## config.mk

```make
export PLATFORM = sky130hd
export DESIGN_NAME = multichannel_time_sliced_pwm_core
export DESIGN_NICKNAME = d
export VERILOG_FILES = /design/src/rtl/mtspwm_pkg.sv /design/src/rtl/mtspwm_chan_step.sv /design/src/rtl/multichannel_time_sliced_pwm_core.sv
export SDC_FILE = /design/constraint.sdc
export NUM_CORES = 2
export LEC_CHECK = 0
export BUFFER_PORTS_ARGS = -buffer_cell sky130_fd_sc_hd__buf_2
export CORE_UTILIZATION = 60
export DETAILED_ROUTE_END_ITERATION = 7
export GPL_TIMING_DRIVEN = 1
export PLACE_DENSITY = 0.81
export REMOVE_ABC_BUFFERS = 1
export SYNTH_ARGS = -nofsm -noshare
export SYNTH_HDL_FRONTEND = slang
export SYNTH_SLANG_ARGS = --single-unit
```

## constraint.sdc

```tcl
create_clock -name clk -period 16.85 [get_ports clk]
set_input_delay 1.685 -clock clk [delete_from_list [all_inputs] [get_ports clk]]
set_output_delay 1.685 -clock clk [all_outputs]
set_load 0.1 [all_outputs]
```

## src/rtl/mtspwm_pkg.sv

```systemverilog
`default_nettype none

package mtspwm_pkg;

    // Channel table geometry
    localparam int NUM_CHANNELS = 32;
    localparam int CH_W         = (NUM_CHANNELS > 1) ? $clog2(NUM_CHANNELS) : 1;
    localparam int CNT_W        = $clog2(NUM_CHANNELS + 1);

    // Field widths
    localparam int PERIOD_W = 20;
    localparam int DUTY_W   = 7;
    localparam int LEFT_W   = 22;
    localparam int PINS_W   = 32;

    localparam logic [PERIOD_W-1:0] PERIOD_RESET = 20'd1000;
    localparam logic [DUTY_W-1:0]   PCT_FULL     = 7'd100;

    // floor(x / 100) = floor(floor(x / 4) * DIV_MUL / 2^DIV_SHIFT) for x < 2^27
    localparam int          PROD_W    = PERIOD_W + DUTY_W;
    localparam int          DIV_SHIFT = 30;
    localparam logic [25:0] DIV_MUL   = 26'd42949673;
    localparam int          SCL_W     = (PROD_W - 2) + 26;

    typedef enum logic [1:0] {
        CMD_TICK    = 2'd0,
        CMD_SET_ONE = 2'd1,
        CMD_SET_ALL = 2'd2
    } mtspwm_cmd_t;

    typedef enum logic {
        REG_PERIOD  = 1'b0,
        REG_MAKE_UP = 1'b1
    } mtspwm_reg_t;

    // One row of the channel table
    typedef struct packed {
        logic [DUTY_W-1:0]          duty;
        logic [PERIOD_W-1:0]        on_len;
        logic [PERIOD_W-1:0]        off_len;
        logic signed [LEFT_W-1:0]   on_left;
        logic signed [LEFT_W-1:0]   off_left;
    } mtspwm_entry_t;

    // Pin level change requested by one channel step
    typedef struct packed {
        logic upd;
        logic high;
    } mtspwm_lvl_t;

endpackage

`default_nettype wire

```

## src/rtl/mtspwm_chan_step.sv

```systemverilog
`default_nettype none

module mtspwm_chan_step (
    input  wire mtspwm_pkg::mtspwm_entry_t        entry,
    input  wire logic [mtspwm_pkg::PERIOD_W-1:0]  elapsed,
    input  wire logic                             make_up,
    output mtspwm_pkg::mtspwm_entry_t             entry_new,
    output mtspwm_pkg::mtspwm_lvl_t               lvl
);

    localparam int T_W = mtspwm_pkg::LEFT_W + 2;

    function automatic logic signed [mtspwm_pkg::LEFT_W-1:0] clamp_left(
        input logic signed [T_W-1:0] v
    );
        logic signed [T_W-1:0] lo;
        logic signed [T_W-1:0] hi;
        lo = -(T_W'(1) <<< (mtspwm_pkg::LEFT_W - 1));
        hi = (T_W'(1) <<< (mtspwm_pkg::LEFT_W - 1)) - T_W'(1);
        if (v < lo)
            clamp_left = lo[mtspwm_pkg::LEFT_W-1:0];
        else if (v > hi)
            clamp_left = hi[mtspwm_pkg::LEFT_W-1:0];
        else
            clamp_left = v[mtspwm_pkg::LEFT_W-1:0];
    endfunction

    logic                             active;
    logic signed [T_W-1:0]            on_dec;
    logic signed [T_W-1:0]            off_dec;
    logic signed [T_W-1:0]            on_reload;
    logic signed [T_W-1:0]            off_reload;
    logic signed [mtspwm_pkg::LEFT_W-1:0] off_cnt;

    assign active = (entry.duty != '0) && (entry.duty < mtspwm_pkg::PCT_FULL);

    always_comb
    begin
        on_dec  = $signed({{2{entry.on_left[mtspwm_pkg::LEFT_W-1]}}, entry.on_left})
                - $signed({4'd0, elapsed});
        off_dec = $signed({{2{entry.off_left[mtspwm_pkg::LEFT_W-1]}}, entry.off_left})
                - $signed({4'd0, elapsed});
        off_cnt = clamp_left(off_dec);
        // Make-up reload: add the (non-positive) leftover to the length
        on_reload  = $signed({4'd0, entry.on_len})
                   + $signed({{2{entry.on_left[mtspwm_pkg::LEFT_W-1]}}, entry.on_left});
        off_reload = $signed({4'd0, entry.off_len})
                   + $signed({{2{off_cnt[mtspwm_pkg::LEFT_W-1]}}, off_cnt});

        entry_new = entry;
        lvl       = '0;
        if (active) begin
            if ($signed(entry.on_left) > 0) begin
                entry_new.on_left = clamp_left(on_dec);
                if (on_dec <= 0) begin
                    lvl.upd  = 1'b1;
                    lvl.high = 1'b0;
                end
            end else if ($signed(entry.off_left) > 0) begin
                entry_new.off_left = off_cnt;
                if (off_cnt <= 0) begin
                    if (make_up) begin
                        entry_new.on_left  = clamp_left(on_reload);
                        entry_new.off_left = clamp_left(off_reload);
                    end else begin
                        entry_new.on_left  = $signed({2'b00, entry.on_len});
                        entry_new.off_left = $signed({2'b00, entry.off_len});
                    end
                    lvl.upd  = 1'b1;
                    lvl.high = 1'b1;
                end
            end
        end
    end

endmodule

`default_nettype wire

```

## src/rtl/multichannel_time_sliced_pwm_core.sv

```systemverilog
`default_nettype none

// Multichannel PWM generator driven by commands. Each accepted beat on the
// input channel is one command: a tick that advances every channel by
// elapsed_us, a duty write for one channel, or a duty write for all
// channels; each command returns exactly one result beat holding the pin
// levels after the command and an accepted flag (duty above 100, a channel
// out of range or an unknown command give accepted = 0 and change nothing).
// The per-channel counts and lengths live in one synchronous table with
// one read and one write port, one row per channel, and the pin levels in a
// register beside it, so the block works on one command at a time. A tick
// walks the table at one row per cycle; a single duty write forms period *
// duty / 100 in two registered multiply steps, then splits the period and
// writes the row; a set-all write does the same, then writes one table row
// per cycle; a rejected command goes straight to the result. A new command
// is taken while the previous result still waits in the output register.
// Changing period_us only affects later duty writes. Configuration writes
// are taken in any cycle and must only be issued while idle.
module multichannel_time_sliced_pwm_core (
    input  wire  logic        clk,
    input  wire  logic        rst_n,

    // Command channel
    input  wire  logic        in_valid,
    output       logic        in_stall,
    input  wire  logic [1:0]  command,
    input  wire  logic [4:0]  channel,
    input  wire  logic [6:0]  duty_percent,
    input  wire  logic [19:0] elapsed_us,

    // Result channel
    output       logic        out_valid,
    input  wire  logic        out_stall,
    output       logic [31:0] pin_levels,
    output       logic        accepted,

    // Configuration write channel
    input  wire  logic        cfg_valid,
    output       logic        cfg_ready,
    input  wire  logic        cfg_index,
    input  wire  logic [19:0] cfg_data
);

    localparam int N      = mtspwm_pkg::NUM_CHANNELS;
    localparam int CH_W   = mtspwm_pkg::CH_W;
    localparam int CNT_W  = mtspwm_pkg::CNT_W;
    localparam int PER_W  = mtspwm_pkg::PERIOD_W;
    localparam int DUTY_W = mtspwm_pkg::DUTY_W;
    localparam int PROD_W = mtspwm_pkg::PROD_W;
    localparam int SCL_W  = mtspwm_pkg::SCL_W;
    localparam int SH     = mtspwm_pkg::DIV_SHIFT;

    typedef enum logic [2:0] {
        ST_IDLE,
        ST_WALK,
        ST_MUL,
        ST_SCALE,
        ST_SPLIT,
        ST_SWEEP,
        ST_DONE
    } state_t;

    // Channel table: one row per channel, read data registered
    mtspwm_pkg::mtspwm_entry_t mem [N];
    mtspwm_pkg::mtspwm_entry_t rd_data_reg;

    logic                      mem_we;
    logic [CH_W-1:0]           mem_wa;
    logic [CH_W-1:0]           mem_ra;
    mtspwm_pkg::mtspwm_entry_t mem_wd;

    state_t                 state_reg,    state_next;
    logic [CNT_W-1:0]       cnt_reg,      cnt_next;
    logic [1:0]             cmd_reg,      cmd_next;
    logic [CH_W-1:0]        ch_reg,       ch_next;
    logic [DUTY_W-1:0]      duty_reg,     duty_next;
    logic [PER_W-1:0]       elapsed_reg,  elapsed_next;
    logic                   ok_reg,       ok_next;
    logic [PROD_W-1:0]      prod_reg,     prod_next;
    logic [SCL_W-1:0]       scl_reg,      scl_next;
    logic [PER_W-1:0]       on_len_reg,   on_len_next;
    logic [PER_W-1:0]       off_len_reg,  off_len_next;
    logic                   rd_pend_reg,  rd_pend_next;
    logic [CH_W-1:0]        rd_addr_reg,  rd_addr_next;
    logic                   rd_vld_reg,   rd_vld_next;
    logic [N-1:0]           vld_reg,      vld_next;
    logic [N-1:0]           level_reg,    level_next;
    logic                   out_valid_reg, out_valid_next;
    logic [31:0]            pins_reg,     pins_next;
    logic                   acc_reg,      acc_next;
    logic [PER_W-1:0]       period_reg,   period_next;
    logic                   make_up_reg,  make_up_next;

    mtspwm_pkg::mtspwm_entry_t cur_entry;
    mtspwm_pkg::mtspwm_entry_t step_entry;
    mtspwm_pkg::mtspwm_lvl_t   step_lvl;
    logic [63:0]               level_wide;
    logic [PER_W-1:0]          on_calc;

    assign in_stall   = (state_reg != ST_IDLE);
    assign cfg_ready  = 1'b1;
    assign out_valid  = out_valid_reg;
    assign pin_levels = pins_reg;
    assign accepted   = acc_reg;

    // A row never written reads as all zero
    assign cur_entry  = rd_vld_reg ? rd_data_reg : '0;
    assign level_wide = 64'(level_reg);
    assign on_calc    = scl_reg[SH+PER_W-1:SH];

    mtspwm_chan_step u_step (
        .entry     (cur_entry),
        .elapsed   (elapsed_reg),
        .make_up   (make_up_reg),
        .entry_new (step_entry),
        .lvl       (step_lvl)
    );

    always_comb
    begin
        state_next     = state_reg;
        cnt_next       = cnt_reg;
        cmd_next       = cmd_reg;
        ch_next        = ch_reg;
        duty_next      = duty_reg;
        elapsed_next   = elapsed_reg;
        ok_next        = ok_reg;
        prod_next      = prod_reg;
        scl_next       = scl_reg;
        on_len_next    = on_len_reg;
        off_len_next   = off_len_reg;
        rd_pend_next   = 1'b0;
        rd_addr_next   = rd_addr_reg;
        level_next     = level_reg;
        out_valid_next = out_valid_reg;
        pins_next      = pins_reg;
        acc_next       = acc_reg;
        period_next    = period_reg;
        make_up_next   = make_up_reg;

        mem_we = 1'b0;
        mem_wa = ch_reg;
        mem_ra = cnt_reg[CH_W-1:0];
        mem_wd = step_entry;

        // Drop the result once the downstream side takes it
        if (out_valid_reg && !out_stall)
            out_valid_next = 1'b0;

        if (cfg_valid) begin
            case (cfg_index)
                mtspwm_pkg::REG_PERIOD:  period_next  = cfg_data;
                mtspwm_pkg::REG_MAKE_UP: make_up_next = cfg_data[0];
                default: ;
            endcase
        end

        case (state_reg)
            ST_IDLE:
            begin
                if (in_valid) begin
                    cmd_next     = command;
                    ch_next      = CH_W'(channel);
                    duty_next    = duty_percent;
                    elapsed_next = elapsed_us;
                    cnt_next     = '0;
                    case (command)
                        mtspwm_pkg::CMD_TICK:
                        begin
                            ok_next    = 1'b1;
                            state_next = ST_WALK;
                        end
                        mtspwm_pkg::CMD_SET_ONE:
                        begin
                            if ((duty_percent <= mtspwm_pkg::PCT_FULL) &&
                                ({27'd0, channel} < 32'(N))) begin
                                ok_next    = 1'b1;
                                state_next = ST_MUL;
                            end else begin
                                ok_next    = 1'b0;
                                state_next = ST_DONE;
                            end
                        end
                        mtspwm_pkg::CMD_SET_ALL:
                        begin
                            if (duty_percent <= mtspwm_pkg::PCT_FULL) begin
                                ok_next    = 1'b1;
                                state_next = ST_MUL;
                            end else begin
                                ok_next    = 1'b0;
                                state_next = ST_DONE;
                            end
                        end
                        default:
                        begin
                            ok_next    = 1'b0;
                            state_next = ST_DONE;
                        end
                    endcase
                end
            end

            ST_WALK:
            begin
                // Issue the read of the next row while the previous one
                // is stepped and written back; rows never overlap.
                if (cnt_reg < CNT_W'(N)) begin
                    rd_pend_next = 1'b1;
                    rd_addr_next = cnt_reg[CH_W-1:0];
                    cnt_next     = cnt_reg + CNT_W'(1);
                end
                if (rd_pend_reg) begin
                    mem_we = 1'b1;
                    mem_wa = rd_addr_reg;
                    mem_wd = step_entry;
                    if (step_lvl.upd)
                        level_next[rd_addr_reg] = step_lvl.high;
                end
                if ((cnt_reg == CNT_W'(N)) && !rd_pend_reg)
                    state_next = ST_DONE;
            end

            ST_MUL:
            begin
                prod_next  = {{DUTY_W{1'b0}}, period_reg} * {{PER_W{1'b0}}, duty_reg};
                state_next = ST_SCALE;
            end

            ST_SCALE:
            begin
                // Divide by 100: drop the low two bits (divide by 4), then multiply by 2^30/25
                scl_next   = {26'd0, prod_reg[PROD_W-1:2]}
                           * {(PROD_W - 2)'(0), mtspwm_pkg::DIV_MUL};
                state_next = ST_SPLIT;
            end

            ST_SPLIT:
            begin
                on_len_next  = on_calc;
                off_len_next = period_reg - on_calc;
                state_next   = ST_SWEEP;
            end

            ST_SWEEP:
            begin
                mem_we           = 1'b1;
                mem_wd.duty      = duty_reg;
                mem_wd.on_len    = on_len_reg;
                mem_wd.off_len   = off_len_reg;
                mem_wd.on_left   = $signed({2'b00, on_len_reg});
                mem_wd.off_left  = $signed({2'b00, off_len_reg});
                if (cmd_reg == mtspwm_pkg::CMD_SET_ALL) begin
                    mem_wa     = cnt_reg[CH_W-1:0];
                    level_next = {N{duty_reg != '0}};
                    cnt_next   = cnt_reg + CNT_W'(1);
                    if (cnt_reg == CNT_W'(N - 1))
                        state_next = ST_DONE;
                end else begin
                    mem_wa             = ch_reg;
                    level_next[ch_reg] = (duty_reg != '0);
                    state_next         = ST_DONE;
                end
            end

            ST_DONE:
            begin
                // Hold until the output register is free
                if (!out_valid_reg || !out_stall) begin
                    out_valid_next = 1'b1;
                    pins_next      = level_wide[31:0];
                    acc_next       = ok_reg;
                    state_next     = ST_IDLE;
                end
            end

            default:
            begin
                state_next = ST_IDLE;
            end
        endcase

        rd_vld_next = vld_reg[mem_ra];
        vld_next    = vld_reg;
        if (mem_we)
            vld_next[mem_wa] = 1'b1;
    end

    // Channel table storage
    always_ff @(posedge clk)
    begin
        if (mem_we)
            mem[mem_wa] <= mem_wd;
        rd_data_reg <= mem[mem_ra];
    end

    always_ff @(posedge clk or negedge rst_n)
    begin
        if (!rst_n) begin
            state_reg     <= ST_IDLE;
            cnt_reg       <= '0;
            cmd_reg       <= '0;
            ch_reg        <= '0;
            duty_reg      <= '0;
            elapsed_reg   <= '0;
            ok_reg        <= 1'b0;
            prod_reg      <= '0;
            scl_reg       <= '0;
            on_len_reg    <= '0;
            off_len_reg   <= '0;
            rd_pend_reg   <= 1'b0;
            rd_addr_reg   <= '0;
            rd_vld_reg    <= 1'b0;
            vld_reg       <= '0;
            level_reg     <= '0;
            out_valid_reg <= 1'b0;
            pins_reg      <= '0;
            acc_reg       <= 1'b0;
            period_reg    <= mtspwm_pkg::PERIOD_RESET;
            make_up_reg   <= 1'b0;
        end else begin
            state_reg     <= state_next;
            cnt_reg       <= cnt_next;
            cmd_reg       <= cmd_next;
            ch_reg        <= ch_next;
            duty_reg      <= duty_next;
            elapsed_reg   <= elapsed_next;
            ok_reg        <= ok_next;
            prod_reg      <= prod_next;
            scl_reg       <= scl_next;
            on_len_reg    <= on_len_next;
            off_len_reg   <= off_len_next;
            rd_pend_reg   <= rd_pend_next;
            rd_addr_reg   <= rd_addr_next;
            rd_vld_reg    <= rd_vld_next;
            vld_reg       <= vld_next;
            level_reg     <= level_next;
            out_valid_reg <= out_valid_next;
            pins_reg      <= pins_next;
            acc_reg       <= acc_next;
            period_reg    <= period_next;
            make_up_reg   <= make_up_next;
        end
    end

endmodule

`default_nettype wire

```

==> results.py <==
metrics = {
    "clocking": {
        "cts.htree.levels": 5,
        "root_buffer": "clkbuf_16",
        "postCtsHoldBufs": 0,
        "numCtsBuffers": 325,
        "clock-sinks": 3258,
        "clk_latency_ns": 0.99,
        "clk_pin_slew_ns": 0.06,
        "cts_tree": "yes",
        "cts_setup_buffers": 0,
        "post_cts_resize_count": 0,
        "cts.path.max_buffers": 4,
    },
    "cells_and_area": {
        "layout_commonest_cell": "edfxtp_1",
        "largest_reg_flops": 2912,
        "finalNonFillerCells": 11800,
        "drive_above_1_share": 0.232,
        "areaGrowthSynthToFinish_pct": 10.7,
        "final_cell_mix": "2,912 x edfxtp_1, 920 x mux4_2, 570 x inv_1",
        "fillers": 14900,
        "nets": 9144,
    },
    "floorplan": {
        "core_area_sq_um": 241000,
        "dieWidth_um": 494,
        "dieArea_sq_um": 244000,
        "rows": 180,
        "die_h_um": 494,
        "initial_core_util": 0.603,
        "ios": 96,
    },
    "synthesis": {
        "ys_ff_latch": 3258,
        "netlist.area_leader.share": 0.603,
        "ys_types": 91,
        "synth_area_per_cell_sq_um": 17.8,
        "yosysSeqAreaShare": 0.659,
        "syn_area_sq_um": 145000,
        "synth_flop_cell": "edfxtp_1",
        "synth_area_leaders": "edfxtp_1 60%, mux4_2 14%, dfrtp_1 4.3%",
        "synth_edf_count": 2912,
        "yosysWarningCount": 0,
        "async_flop_share": 0.0783,
        "synthCells": 8131,
        "netlist.top_cell.by_area": "edfxtp_1",
    },
    "sta": {
        "maxSlewViolCount": 33,
        "post-route-min-period_ns": 8.31,
        "grt_setup_unrepaired": "false",
        "max_freq_mhz": 120,
        "tns_ns": 0,
        "finalSetupViolCount": 0,
        "skew_ns": 0.0898,
        "worst_pin_slew_ns": 1.51,
        "hold_viol": 0,
        "relSlewSlack": -0.0130,
        "fin_crit_sh": 0.493,
    },
    "setup_path": {
        "end_kind": "register",
        "path_max_fanout": 32,
        "r2r_start": "rd_vld_reg",
        "r2r_cells": 25,
        "setup.worst_path.start": "rd_vld_reg",
        "critical_path_class": "reg -> reg",
        "crit_arrival_ns": 8.98,
        "crit_required_ns": 17.52,
        "cp-start-kind": "register",
    },
    "grt": {
        "grt_max_degree": 152,
        "grt_use_met1": 0.475,
        "grtUsageMet2": 0.568,
        "grt_pass1_wl_mm": 615,
        "grtUsageMet3": 0.0825,
        "grt_pass1_vias": 84300,
        "top_usage_layer": "met2",
        "antenna_found_initial": 21,
        "grt_usage": 0.361,
        "overflow": 0,
    },
    "detailed_routing": {
        "routed_wl_mm": 433,
        "final_antenna_net_count": 0,
        "drc": 0,
        "vias": 82900,
        "initialDrtViolationCount": 12800,
        "drt_pass1_iterations": 8,
        "viasPerCell": 7.01,
        "wl_per_cell_um": 36.7,
    },
    "hold_path": {
        "worstHoldPathCells": 1,
        "hp-class": "reg -> reg",
        "min_from": "vld_reg[2]",
    },
    "placed_design": {
        "port_buffers": 94,
        "gp_congestion": 1.01,
        "placed_cells": 11200,
        "hpwl_mm": 234,
    },
    "outcome": {
        "status": "finished with violations",
        "violations": "max-capacitance violations, max-slew violations",
    },
    "job": {
        "drv_cap": 1,
    },
}
==> cells in the mapped netlist (all sizes together) (49+ instances only) <==
library cell and number:
edfxtp 2912, mux4 920, inv 570, nand2 467, ha 410, fa 307
o21ai 265, clkbuf 260, dfrtp 249, nor2 241, a21oi 196, mux2 175
buf 103, dfxtp 91, and2 84, xnor2 61, nand3 60, xor2 56
nor3 51, a21o 49, o31ai 49
==> per-stage QoR <==
| step | util | hold slack (ns) | setup WS [ns] | area [sq um] |
|---|---|---|---|---|
| final | 0.668 | 0.465 | 8.54 | 161000 |
| after global routing | 0.668 | 0.480 | 8.05 | 161000 |
| after CTS | 0.667 | 0.466 | 8.65 | 161000 |
| after detailed placement | 0.625 | 0.448 | 8.71 | 150000 |
| after global placement | 0.625 | 0.445 | 8.85 | 150000 |
| after floorplan | - | 0.434 | -15.69 | 144000 |
==> worst max-delay path, cell delays in order, from the launching register on <==
cell and delay (ns):
dfrtp_4 0.63, and2_1 0.20, ha_1 0.35, nor2b_1 0.17
o31a_1 0.27, o21ai_0 0.44, a21o_1 0.33, o32ai_1 0.16
buf_4 0.20, nor2_1 0.10, buf_4 0.21, o21ai_0 0.16
ha_1 0.28, fa_1 0.50, a211o_1 0.32, a2111oi_2 0.47
o211ai_1 0.25, a211oi_1 0.36, nand2b_1 0.21, o211ai_1 0.13
or2_2 0.33, o41ai_4 0.64, a21oi_1 0.08, nor3_1 0.55
o211ai_1 0.28, buf_4 0.32
==> routing by layer <==
layer	wire, um	up-vias
li1	-	32200
met1	146000	42300
met5	68	-
met4	26500	10
met2	204000	6826
met3	55900	1453
==> logic make-up (layout without fill, tap and decap cells) <==
| kind of cell | count (synthesis) | after routing | share of synthesized area |
|---|---|---|---|
| adders and majority gates | 718 | 718 | 0.0778 |
| muxes | 1099 | 1099 | 0.157 |
| other | 1 | 19 | 0.0000258 |
| and+or+nand+nor | 1158 | 1158 | 0.0374 |
| DFF | 3258 | 3258 | 0.659 |
| buffers and inverters | 935 | 1415 | 0.0246 |
| xor gates and xnor gates | 117 | 117 | 0.00706 |
| AOI/OAI and AO/OA | 845 | 845 | 0.0373 |
==> worst paths after layout <==
kind / endpoint / slack, ns
max reg2reg: mem[3][15] / 8.54
max: mem[3][15] / 8.54
min in group asynchronous: level_reg[4] / 0.92
min: vld_reg[2] / 0.46
min reg2reg: vld_reg[2] / 0.46
max in group asynchronous: rd_vld_reg / 14.53
==> area by class of cell <==
class,instances,area [sq um],share of cell area
Antenna cell,18,45.0,0.000280
Clock buffer,422,8860,0.0551
Clock inverter,149,1400,0.00871
Inverter,570,2140,0.0133
Multi-Input combinational cell,3938,46500,0.289
Sequential cell,3258,95700,0.596
Tap cell,3185,3990,0.0248
Timing Repair Buffer,274,2030,0.0126
Power is not shown: default switching activity piles up to over one toggle a cycle in this logic, so the estimate is an artifact.
